## src/design/tmtf_pkg.sv

```systemverilog
// Types and constants for the threshold move-to-front cache
package tmtf_pkg;

    localparam int CNT_W     = 16;
    localparam int LIMIT_W   = 5;
    localparam int OCC_OUT_W = 5;
    localparam int CFG_W     = 16;
    localparam logic [CNT_W-1:0] CNT_MAX = '1;
    localparam logic [CNT_W-1:0] CNT_ONE = CNT_W'(1);

    typedef enum logic {
        FUNC_ACCESS = 1'b0,
        FUNC_CLEAR  = 1'b1
    } func_t;

    typedef enum logic {
        CFG_LENGTH_LIMIT    = 1'b0,
        CFG_COUNT_THRESHOLD = 1'b1
    } cfg_index_t;

    typedef struct packed {
        func_t       func;
        logic [31:0] address_key;
    } cmd_t;

    typedef struct packed {
        logic                 hit;
        logic [CNT_W-1:0]     hit_count;
        logic                 moved_to_front;
        logic                 evicted;
        logic [31:0]          evicted_key;
        logic [OCC_OUT_W-1:0] occupancy;
    } result_t;

    // per-cell update controls
    typedef struct packed {
        logic clear;     // drop entry
        logic load;      // take key, count and valid from the feed
        logic upd_cnt;   // rewrite count in place
    } cell_ctl_t;

endpackage

```

## src/design/tmtf_cell.sv

```systemverilog
// One entry of the ordered key buffer: key, hit counter, valid, key compare
module tmtf_cell #(
    parameter int KEY_WIDTH = 32
) (
    input  logic                         clk,
    input  logic                         rst_n,
    input  tmtf_pkg::cell_ctl_t          ctl,
    input  logic [KEY_WIDTH-1:0]         lookup_key,
    input  logic                         feed_valid,
    input  logic [KEY_WIDTH-1:0]         feed_key,
    input  logic [tmtf_pkg::CNT_W-1:0]   feed_count,
    input  logic [tmtf_pkg::CNT_W-1:0]   new_count,
    output logic                         valid,
    output logic [KEY_WIDTH-1:0]         key,
    output logic [tmtf_pkg::CNT_W-1:0]   count,
    output logic                         match
);
    import tmtf_pkg::*;

    logic                 valid_reg;
    logic [KEY_WIDTH-1:0] key_reg;
    logic [CNT_W-1:0]     count_reg;

    always_ff @(posedge clk or negedge rst_n)
    begin
        if (!rst_n)
        begin
            valid_reg <= 1'b0;
            count_reg <= '0;
        end
        else if (ctl.clear)
        begin
            valid_reg <= 1'b0;
            count_reg <= '0;
        end
        else if (ctl.load)
        begin
            valid_reg <= feed_valid;
            count_reg <= feed_count;
        end
        else if (ctl.upd_cnt)
        begin
            count_reg <= new_count;
        end
    end

    always_ff @(posedge clk)
    begin
        if (ctl.load)
        begin
            key_reg <= feed_key;
        end
    end

    assign valid = valid_reg;
    assign key   = key_reg;
    assign count = count_reg;
    assign match = valid_reg && (key_reg == lookup_key);

endmodule

```

## src/design/threshold_move_to_front_cache.sv

```systemverilog
// Top level: row of cache cells, shift control, config registers, result register
//
//  channel  | signals                          | handshake
//  ---------+----------------------------------+-----------------------------
//  command  | cmd (func, address_key)          | start && !busy
//  result   | result (hit .. occupancy)        | done, one cycle, no stall
//  config   | cfg_index, cfg_data              | cfg_we, taken at once
//
// Every command is taken as it arrives: all cells compare in parallel and the
// row shifts by one place in the same edge, so a command per cycle is accepted.
// The result appears on the cycle after acceptance, with done high for one cycle.
// Reset empties the row; length_limit resets to 16, count_threshold to 1.
// busy stays low; the receiver cannot stall results.
module threshold_move_to_front_cache #(
    parameter int DEPTH     = 16,
    parameter int KEY_WIDTH = 32
) (
    input  logic                        clk,
    input  logic                        rst_n,
    input  logic                        start,
    output logic                        busy,
    input  tmtf_pkg::cmd_t              cmd,
    output logic                        done,
    output tmtf_pkg::result_t           result,
    input  logic                        cfg_we,
    input  tmtf_pkg::cfg_index_t        cfg_index,
    input  logic [tmtf_pkg::CFG_W-1:0]  cfg_data
);
    import tmtf_pkg::*;

    localparam int OCC_W = $clog2(DEPTH + 1);
    localparam int CMP_W = (OCC_W > LIMIT_W) ? OCC_W : LIMIT_W;

    logic [LIMIT_W-1:0]   length_limit_reg;
    logic [CNT_W-1:0]     count_threshold_reg;
    logic [OCC_W-1:0]     occ_reg;
    logic [OCC_W-1:0]     occ_next;
    logic                 done_reg;
    result_t              result_reg;
    result_t              result_next;

    logic [KEY_WIDTH-1:0] in_key;
    logic                 accept;
    logic                 do_access;
    logic                 do_clear;

    logic [DEPTH-1:0]     cell_valid;
    logic [DEPTH-1:0]     cell_match;
    logic [DEPTH-1:0]     at_or_before;   // cell index <= hit position
    logic [DEPTH-1:0]     in_shift_span;  // cell index <= occupancy after eviction
    logic [DEPTH-1:0]     is_tail;
    logic [KEY_WIDTH-1:0] cell_key   [DEPTH];
    logic [CNT_W-1:0]     cell_count [DEPTH];
    cell_ctl_t            cell_ctl   [DEPTH];

    logic                 any_hit;
    logic [CNT_W-1:0]     hit_cnt_cur;
    logic [CNT_W-1:0]     hit_cnt_inc;
    logic [KEY_WIDTH-1:0] tail_key;
    logic                 move;
    logic                 miss;
    logic                 evict;
    logic [CMP_W-1:0]     lim_raw;
    logic [CMP_W-1:0]     lim_eff;
    logic [CMP_W-1:0]     occ_ext;
    logic [OCC_W-1:0]     occ_span;

    assign busy      = 1'b0;
    assign accept    = start && !busy;
    assign do_access = accept && (cmd.func == FUNC_ACCESS);
    assign do_clear  = accept && (cmd.func == FUNC_CLEAR);
    assign in_key    = KEY_WIDTH'(cmd.address_key);

    // config registers
    always_ff @(posedge clk or negedge rst_n)
    begin
        if (!rst_n)
        begin
            length_limit_reg    <= LIMIT_W'(16);
            count_threshold_reg <= CNT_ONE;
        end
        else if (cfg_we)
        begin
            unique case (cfg_index)
                CFG_LENGTH_LIMIT:    length_limit_reg    <= cfg_data[LIMIT_W-1:0];
                CFG_COUNT_THRESHOLD: count_threshold_reg <= cfg_data[CNT_W-1:0];
                default:             ;
            endcase
        end
    end

    // hit lookup and tail detection across the row
    always_comb
    begin
        any_hit     = 1'b0;
        hit_cnt_cur = '0;
        tail_key    = '0;
        for (int i = 0; i < DEPTH; i++)
        begin
            any_hit     = any_hit | cell_match[i];
            hit_cnt_cur = hit_cnt_cur | (cell_count[i] & {CNT_W{cell_match[i]}});
            tail_key    = tail_key | (cell_key[i] & {KEY_WIDTH{is_tail[i]}});
        end
    end

    assign hit_cnt_inc = (hit_cnt_cur == CNT_MAX) ? CNT_MAX : hit_cnt_cur + CNT_ONE;
    assign move = any_hit && (hit_cnt_inc > count_threshold_reg) && !cell_match[0];
    assign miss = !any_hit;

    assign lim_raw = CMP_W'(length_limit_reg);
    assign occ_ext = CMP_W'(occ_reg);
    always_comb
    begin
        if (lim_raw == '0)
            lim_eff = CMP_W'(1);
        else if (lim_raw > CMP_W'(DEPTH))
            lim_eff = CMP_W'(DEPTH);
        else
            lim_eff = lim_raw;
    end

    assign evict    = miss && (occ_ext >= lim_eff) && (occ_reg != '0);
    assign occ_span = evict ? occ_reg - OCC_W'(1) : occ_reg;

    always_comb
    begin
        if (do_clear)
            occ_next = '0;
        else if (do_access && miss && !evict)
            occ_next = occ_reg + OCC_W'(1);
        else
            occ_next = occ_reg;
    end

    always_ff @(posedge clk or negedge rst_n)
    begin
        if (!rst_n)
            occ_reg <= '0;
        else
            occ_reg <= occ_next;
    end

    // row of cells; each loads from its front neighbor when the row shifts, the front cell from the command
    for (genvar i = 0; i < DEPTH; i++)
    begin : g_cell
        logic                 feed_valid;
        logic [KEY_WIDTH-1:0] feed_key;
        logic [CNT_W-1:0]     feed_count;

        assign at_or_before[i]  = |cell_match[DEPTH-1:i];
        assign in_shift_span[i] = (OCC_W'(i) <= occ_span);

        if (i == DEPTH - 1)
        begin : g_last
            assign is_tail[i] = cell_valid[i];
        end
        else
        begin : g_inner
            assign is_tail[i] = cell_valid[i] && !cell_valid[i+1];
        end

        if (i == 0)
        begin : g_front
            assign feed_valid = 1'b1;
            assign feed_key   = in_key;
            assign feed_count = miss ? CNT_ONE : hit_cnt_inc;
            assign cell_ctl[i].load = do_access && (miss || move);
        end
        else
        begin : g_rest
            assign feed_valid = cell_valid[i-1];
            assign feed_key   = cell_key[i-1];
            assign feed_count = cell_count[i-1];
            assign cell_ctl[i].load = do_access &&
                ((move && at_or_before[i]) || (miss && in_shift_span[i]));
        end

        assign cell_ctl[i].clear   = do_clear;
        assign cell_ctl[i].upd_cnt = do_access && any_hit && !move && cell_match[i];

        tmtf_cell #(
            .KEY_WIDTH(KEY_WIDTH)
        ) u_cell (
            .clk        (clk),
            .rst_n      (rst_n),
            .ctl        (cell_ctl[i]),
            .lookup_key (in_key),
            .feed_valid (feed_valid),
            .feed_key   (feed_key),
            .feed_count (feed_count),
            .new_count  (hit_cnt_inc),
            .valid      (cell_valid[i]),
            .key        (cell_key[i]),
            .count      (cell_count[i]),
            .match      (cell_match[i])
        );
    end

    // result register
    always_comb
    begin
        result_next = '0;
        if (cmd.func == FUNC_ACCESS)
        begin
            result_next.hit            = any_hit;
            result_next.hit_count      = miss ? CNT_ONE : hit_cnt_inc;
            result_next.moved_to_front = move;
            result_next.evicted        = evict;
            result_next.evicted_key    = evict ? 32'(tail_key) : 32'd0;
            result_next.occupancy      = OCC_OUT_W'(occ_next);
        end
    end

    always_ff @(posedge clk or negedge rst_n)
    begin
        if (!rst_n)
            done_reg <= 1'b0;
        else
            done_reg <= accept;
    end

    always_ff @(posedge clk)
    begin
        if (accept)
            result_reg <= result_next;
    end

    assign done   = done_reg;
    assign result = result_reg;

endmodule

```

## config.mk

```make
export PLATFORM = sky130hd
export DESIGN_NAME = threshold_move_to_front_cache
export DESIGN_NICKNAME = d
export VERILOG_FILES = /design/src/design/tmtf_pkg.sv /design/src/design/tmtf_cell.sv /design/src/design/threshold_move_to_front_cache.sv
export SDC_FILE = /design/constraint.sdc
export NUM_CORES = 2
export LEC_CHECK = 0
export BUFFER_PORTS_ARGS = -buffer_cell sky130_fd_sc_hd__clkbuf_2
export CORE_UTILIZATION = 50
export DETAILED_ROUTE_END_ITERATION = 7
export PLACE_DENSITY = 0.66
export SYNTH_ARGS = -nofsm -noshare
export SYNTH_HDL_FRONTEND = slang
export SYNTH_SLANG_ARGS = --single-unit
export TNS_END_PERCENT = 1
```

## constraint.sdc

```tcl
create_clock -name clk -period 25.6 [get_ports clk]
set_input_delay 5.12 -clock clk [delete_from_list [all_inputs] [get_ports clk]]
set_output_delay 5.12 -clock clk [all_outputs]
set_load 0.02 [all_outputs]
```

==> run metrics <==
Hold Fails Final Rpt 0; CTS clk-pin slew, worst paths 0.06 ns; critical path fanouts, max 25; Clock Skew 0.0426 ns; Max IR drop VDD 0.0000601 V; Worst R2R Path Depth 24; outcome finished clean; Initial Util 50.5%; endpoint class of the critical path flip-flop; routed via count 36,489; multi-input logic area 17,800 um^2; Yosys cell types 90; area grow syn2layout 10.6%; Data required, critical path 26.14 ns; initial antenna violation count 22; leading cell types in the layout, fill and taps excluded edfxtp_1, nand2_1, dfrtp_1; hpwl dp 131 mm; register area 24,500 um^2; total CTS buffers 95; Yosys reg bits 867; max-slew violations 0; initial drt markers 6,561; Hold Path Stages 0; RSZ-0062 raised after global routing no; die height 298 um; Net Count, Synth 3,934; Leak 0.0177 uW; largest net degree at the start of global routing 174; power per cell area 75.3 nW/um^2; Clock Latency Late Sink 0.71 ns; vias per cell 7.14; Post-DRT Antenna Nets 0; Fill cells 7,365; PortBufs 110; Max Cap Viol 0; max FFs per register 512; total negative setup slack 0 ns; Synth warnings 0; final net count 3,944; Worst Hold Class flip-flop to flip-flop; fin crit period 15.78 ns; Clock Sinks 867; most common cell after layout, fill and taps aside edfxtp_1; Post-DP Area 45,300 um^2; number of global-route vias before repair 34,326; Synth area leaders edfxtp_1, dfrtp_1, xnor2_1; Post-Syn Area 43,900 um^2; Finish-stage setup viols 0; Post-Synthesis Cells 3,856; post-synth top area share 38.9%; CP Class input pin to flip-flop; Post-synth top flop edfxtp_1; gr ovfl total 0; share of post-route cells with drive strength above 1 12.4%; Avg Inst Size Synth 11.4 um^2; Die Wd 298 um; Slew @ Worst Pin 1.35 ns; post-synth top area cell edfxtp_1; H-Tree Depth 3; asr flop ratio synth 34.5%; Root Driver clkbuf_16; Post-CTS Resized 0; io pins 112; post-route cell area 48,500 um^2; total track usage 43.9%; Core Area 86,900 um^2; period utilization 61.7%; Post-CTS Repair Setup Buffers 0; number of flops mapped to enable cells by yosys 568; post-DR wirelength/cell 38.6 um; CTS Hold Buffers Added 0; die area 89,000 um^2; CTS tree yes; Max-slew headroom 9.76%; drt drc 0; global-route wire length before repair 272 mm; Site Rows 108; crit start category input pin; TritonRoute pass-1 iters 7; data arrival time of the worst path 16.32 ns; fmax 63.4 MHz; worst-case clock buffer depth 3; Routability Congestion 1.18; sequential share of the synthesized area 55.9%; Routed WL 197 mm
where the power goes:
| group | total (uW) | switching, uW | internal, uW |
|---|---|---|---|
| logic | 523 | 383 | 140 |
| registers | 1690 | 90.9 | 1600 |
| clock network | 1440 | 616 | 826 |
| total | 3650 | 1090 | 2560 |
path summary, 6_finish.rpt:
path | from | end | slack, ns
max in group asynchronous | rst_n | occ_ext[1] | 19.43
worst min register to register | g_cell[8].u_cell.key[0] | g_cell[9].u_cell.key[0] | 0.49
worst min-delay path | g_cell[8].u_cell.key[0] | g_cell[9].u_cell.key[0] | 0.49
worst max-delay path | cmd[22] | g_cell[10].u_cell.count[11] | 9.82
worst max register to register | g_cell[15].u_cell.key[22] | g_cell[10].u_cell.count[11] | 14.35
min in group asynchronous | rst_n | g_cell[1].u_cell.count[12] | 4.52
stage by stage:
step	power (uW)	setup WS (ns)	util, %	cells	hold WS, ns
after floorplan	1960	12.35	-	3856	0.450
after global placement	2200	10.12	52.2	4924	0.480
after detailed placement	2200	9.98	52.2	4924	0.485
after CTS	3610	10.65	55.8	5103	0.488
after global routing	3710	9.72	55.8	5105	0.502
final	3650	9.82	55.9	5112	0.490
cells by family (layout without fill, tap and decap cells):
family	Yosys count	count (layout)	synth area share (%)
adder cells (fa/ha/maj)	24	24	0.684
buffers and inverters	372	464	4.30
XOR/XNOR	465	465	9.28
AND/OR/NAND/NOR	1059	1059	11.8
multiplexers	95	95	2.35
AO/OA/AOI/OAI	973	973	15.6
other	1	10	0.00854
flip-flops	867	867	55.9
final cells by class:
class                   instances  area share, %
clock inverters                49           1.16
well taps                    1155           2.98
repair buffers                196           2.52
inverters                      89          0.691
clock buffers                 130           5.44
multi-input cells            2617           36.6
flip-flops and latches        867           50.6
diodes                          9         0.0464
per-layer routing:
layer | vias to the layer above | GRT usage [%] | share of wire [%]
met2 | 3380 | 61.5 | 41
li1 | 14408 | - | -
met3 | 906 | 18.0 | 16
met1 | 17771 | 55.7 | 35
met5 | - | 0.899 | 0.12
met4 | 24 | 28.4 | 8.0
synth_stat cells (25+ instances only):
| library cell | number |
|---|---|
| o31ai_1 | 49 |
| nor2b_1 | 25 |
| a31oi_1 | 31 |
| xor2_1 | 172 |
| nor4_1 | 56 |
| nand4_1 | 106 |
| nand3_1 | 62 |
| o21ai_0 | 166 |
| buf_2 | 40 |
| inv_1 | 80 |
| a21o_1 | 26 |
| clkbuf_1 | 151 |
| and3_1 | 25 |
| edfxtp_1 | 568 |
| nor2_1 | 236 |
| a22o_1 | 112 |
| buf_4 | 35 |
| a21oi_1 | 182 |
| mux2_2 | 53 |
| buf_6 | 38 |
| nand2_1 | 369 |
| dfrtp_1 | 297 |
| xnor2_1 | 293 |
| a22oi_1 | 150 |
| mux2i_1 | 40 |
| nand2b_1 | 47 |
| nor3_1 | 33 |
| a221oi_1 | 133 |
critical path, stage by stage:
cell	delay, ns
clkbuf_2	0.45
xor2_1	0.28
nor4_1	1.04
nand2_1	0.25
or4_4	0.61
nor2_4	0.70
a221oi_1	0.21
and4_4	0.22
or4_4	0.66
nor4_1	0.29
a2bb2oi_1	1.01
inv_1	0.66
ha_1	0.48
a21o_1	0.16
a21o_1	0.17
a21oi_1	0.16
o21ai_0	0.12
a2111o_1	0.38
nand2_1	0.33
nand2_1	0.18
nor2_2	0.91
nand2_1	1.01
inv_1	0.50
mux2i_1	0.24
a211oi_1	0.10
(Power assumes the default switching activity.)
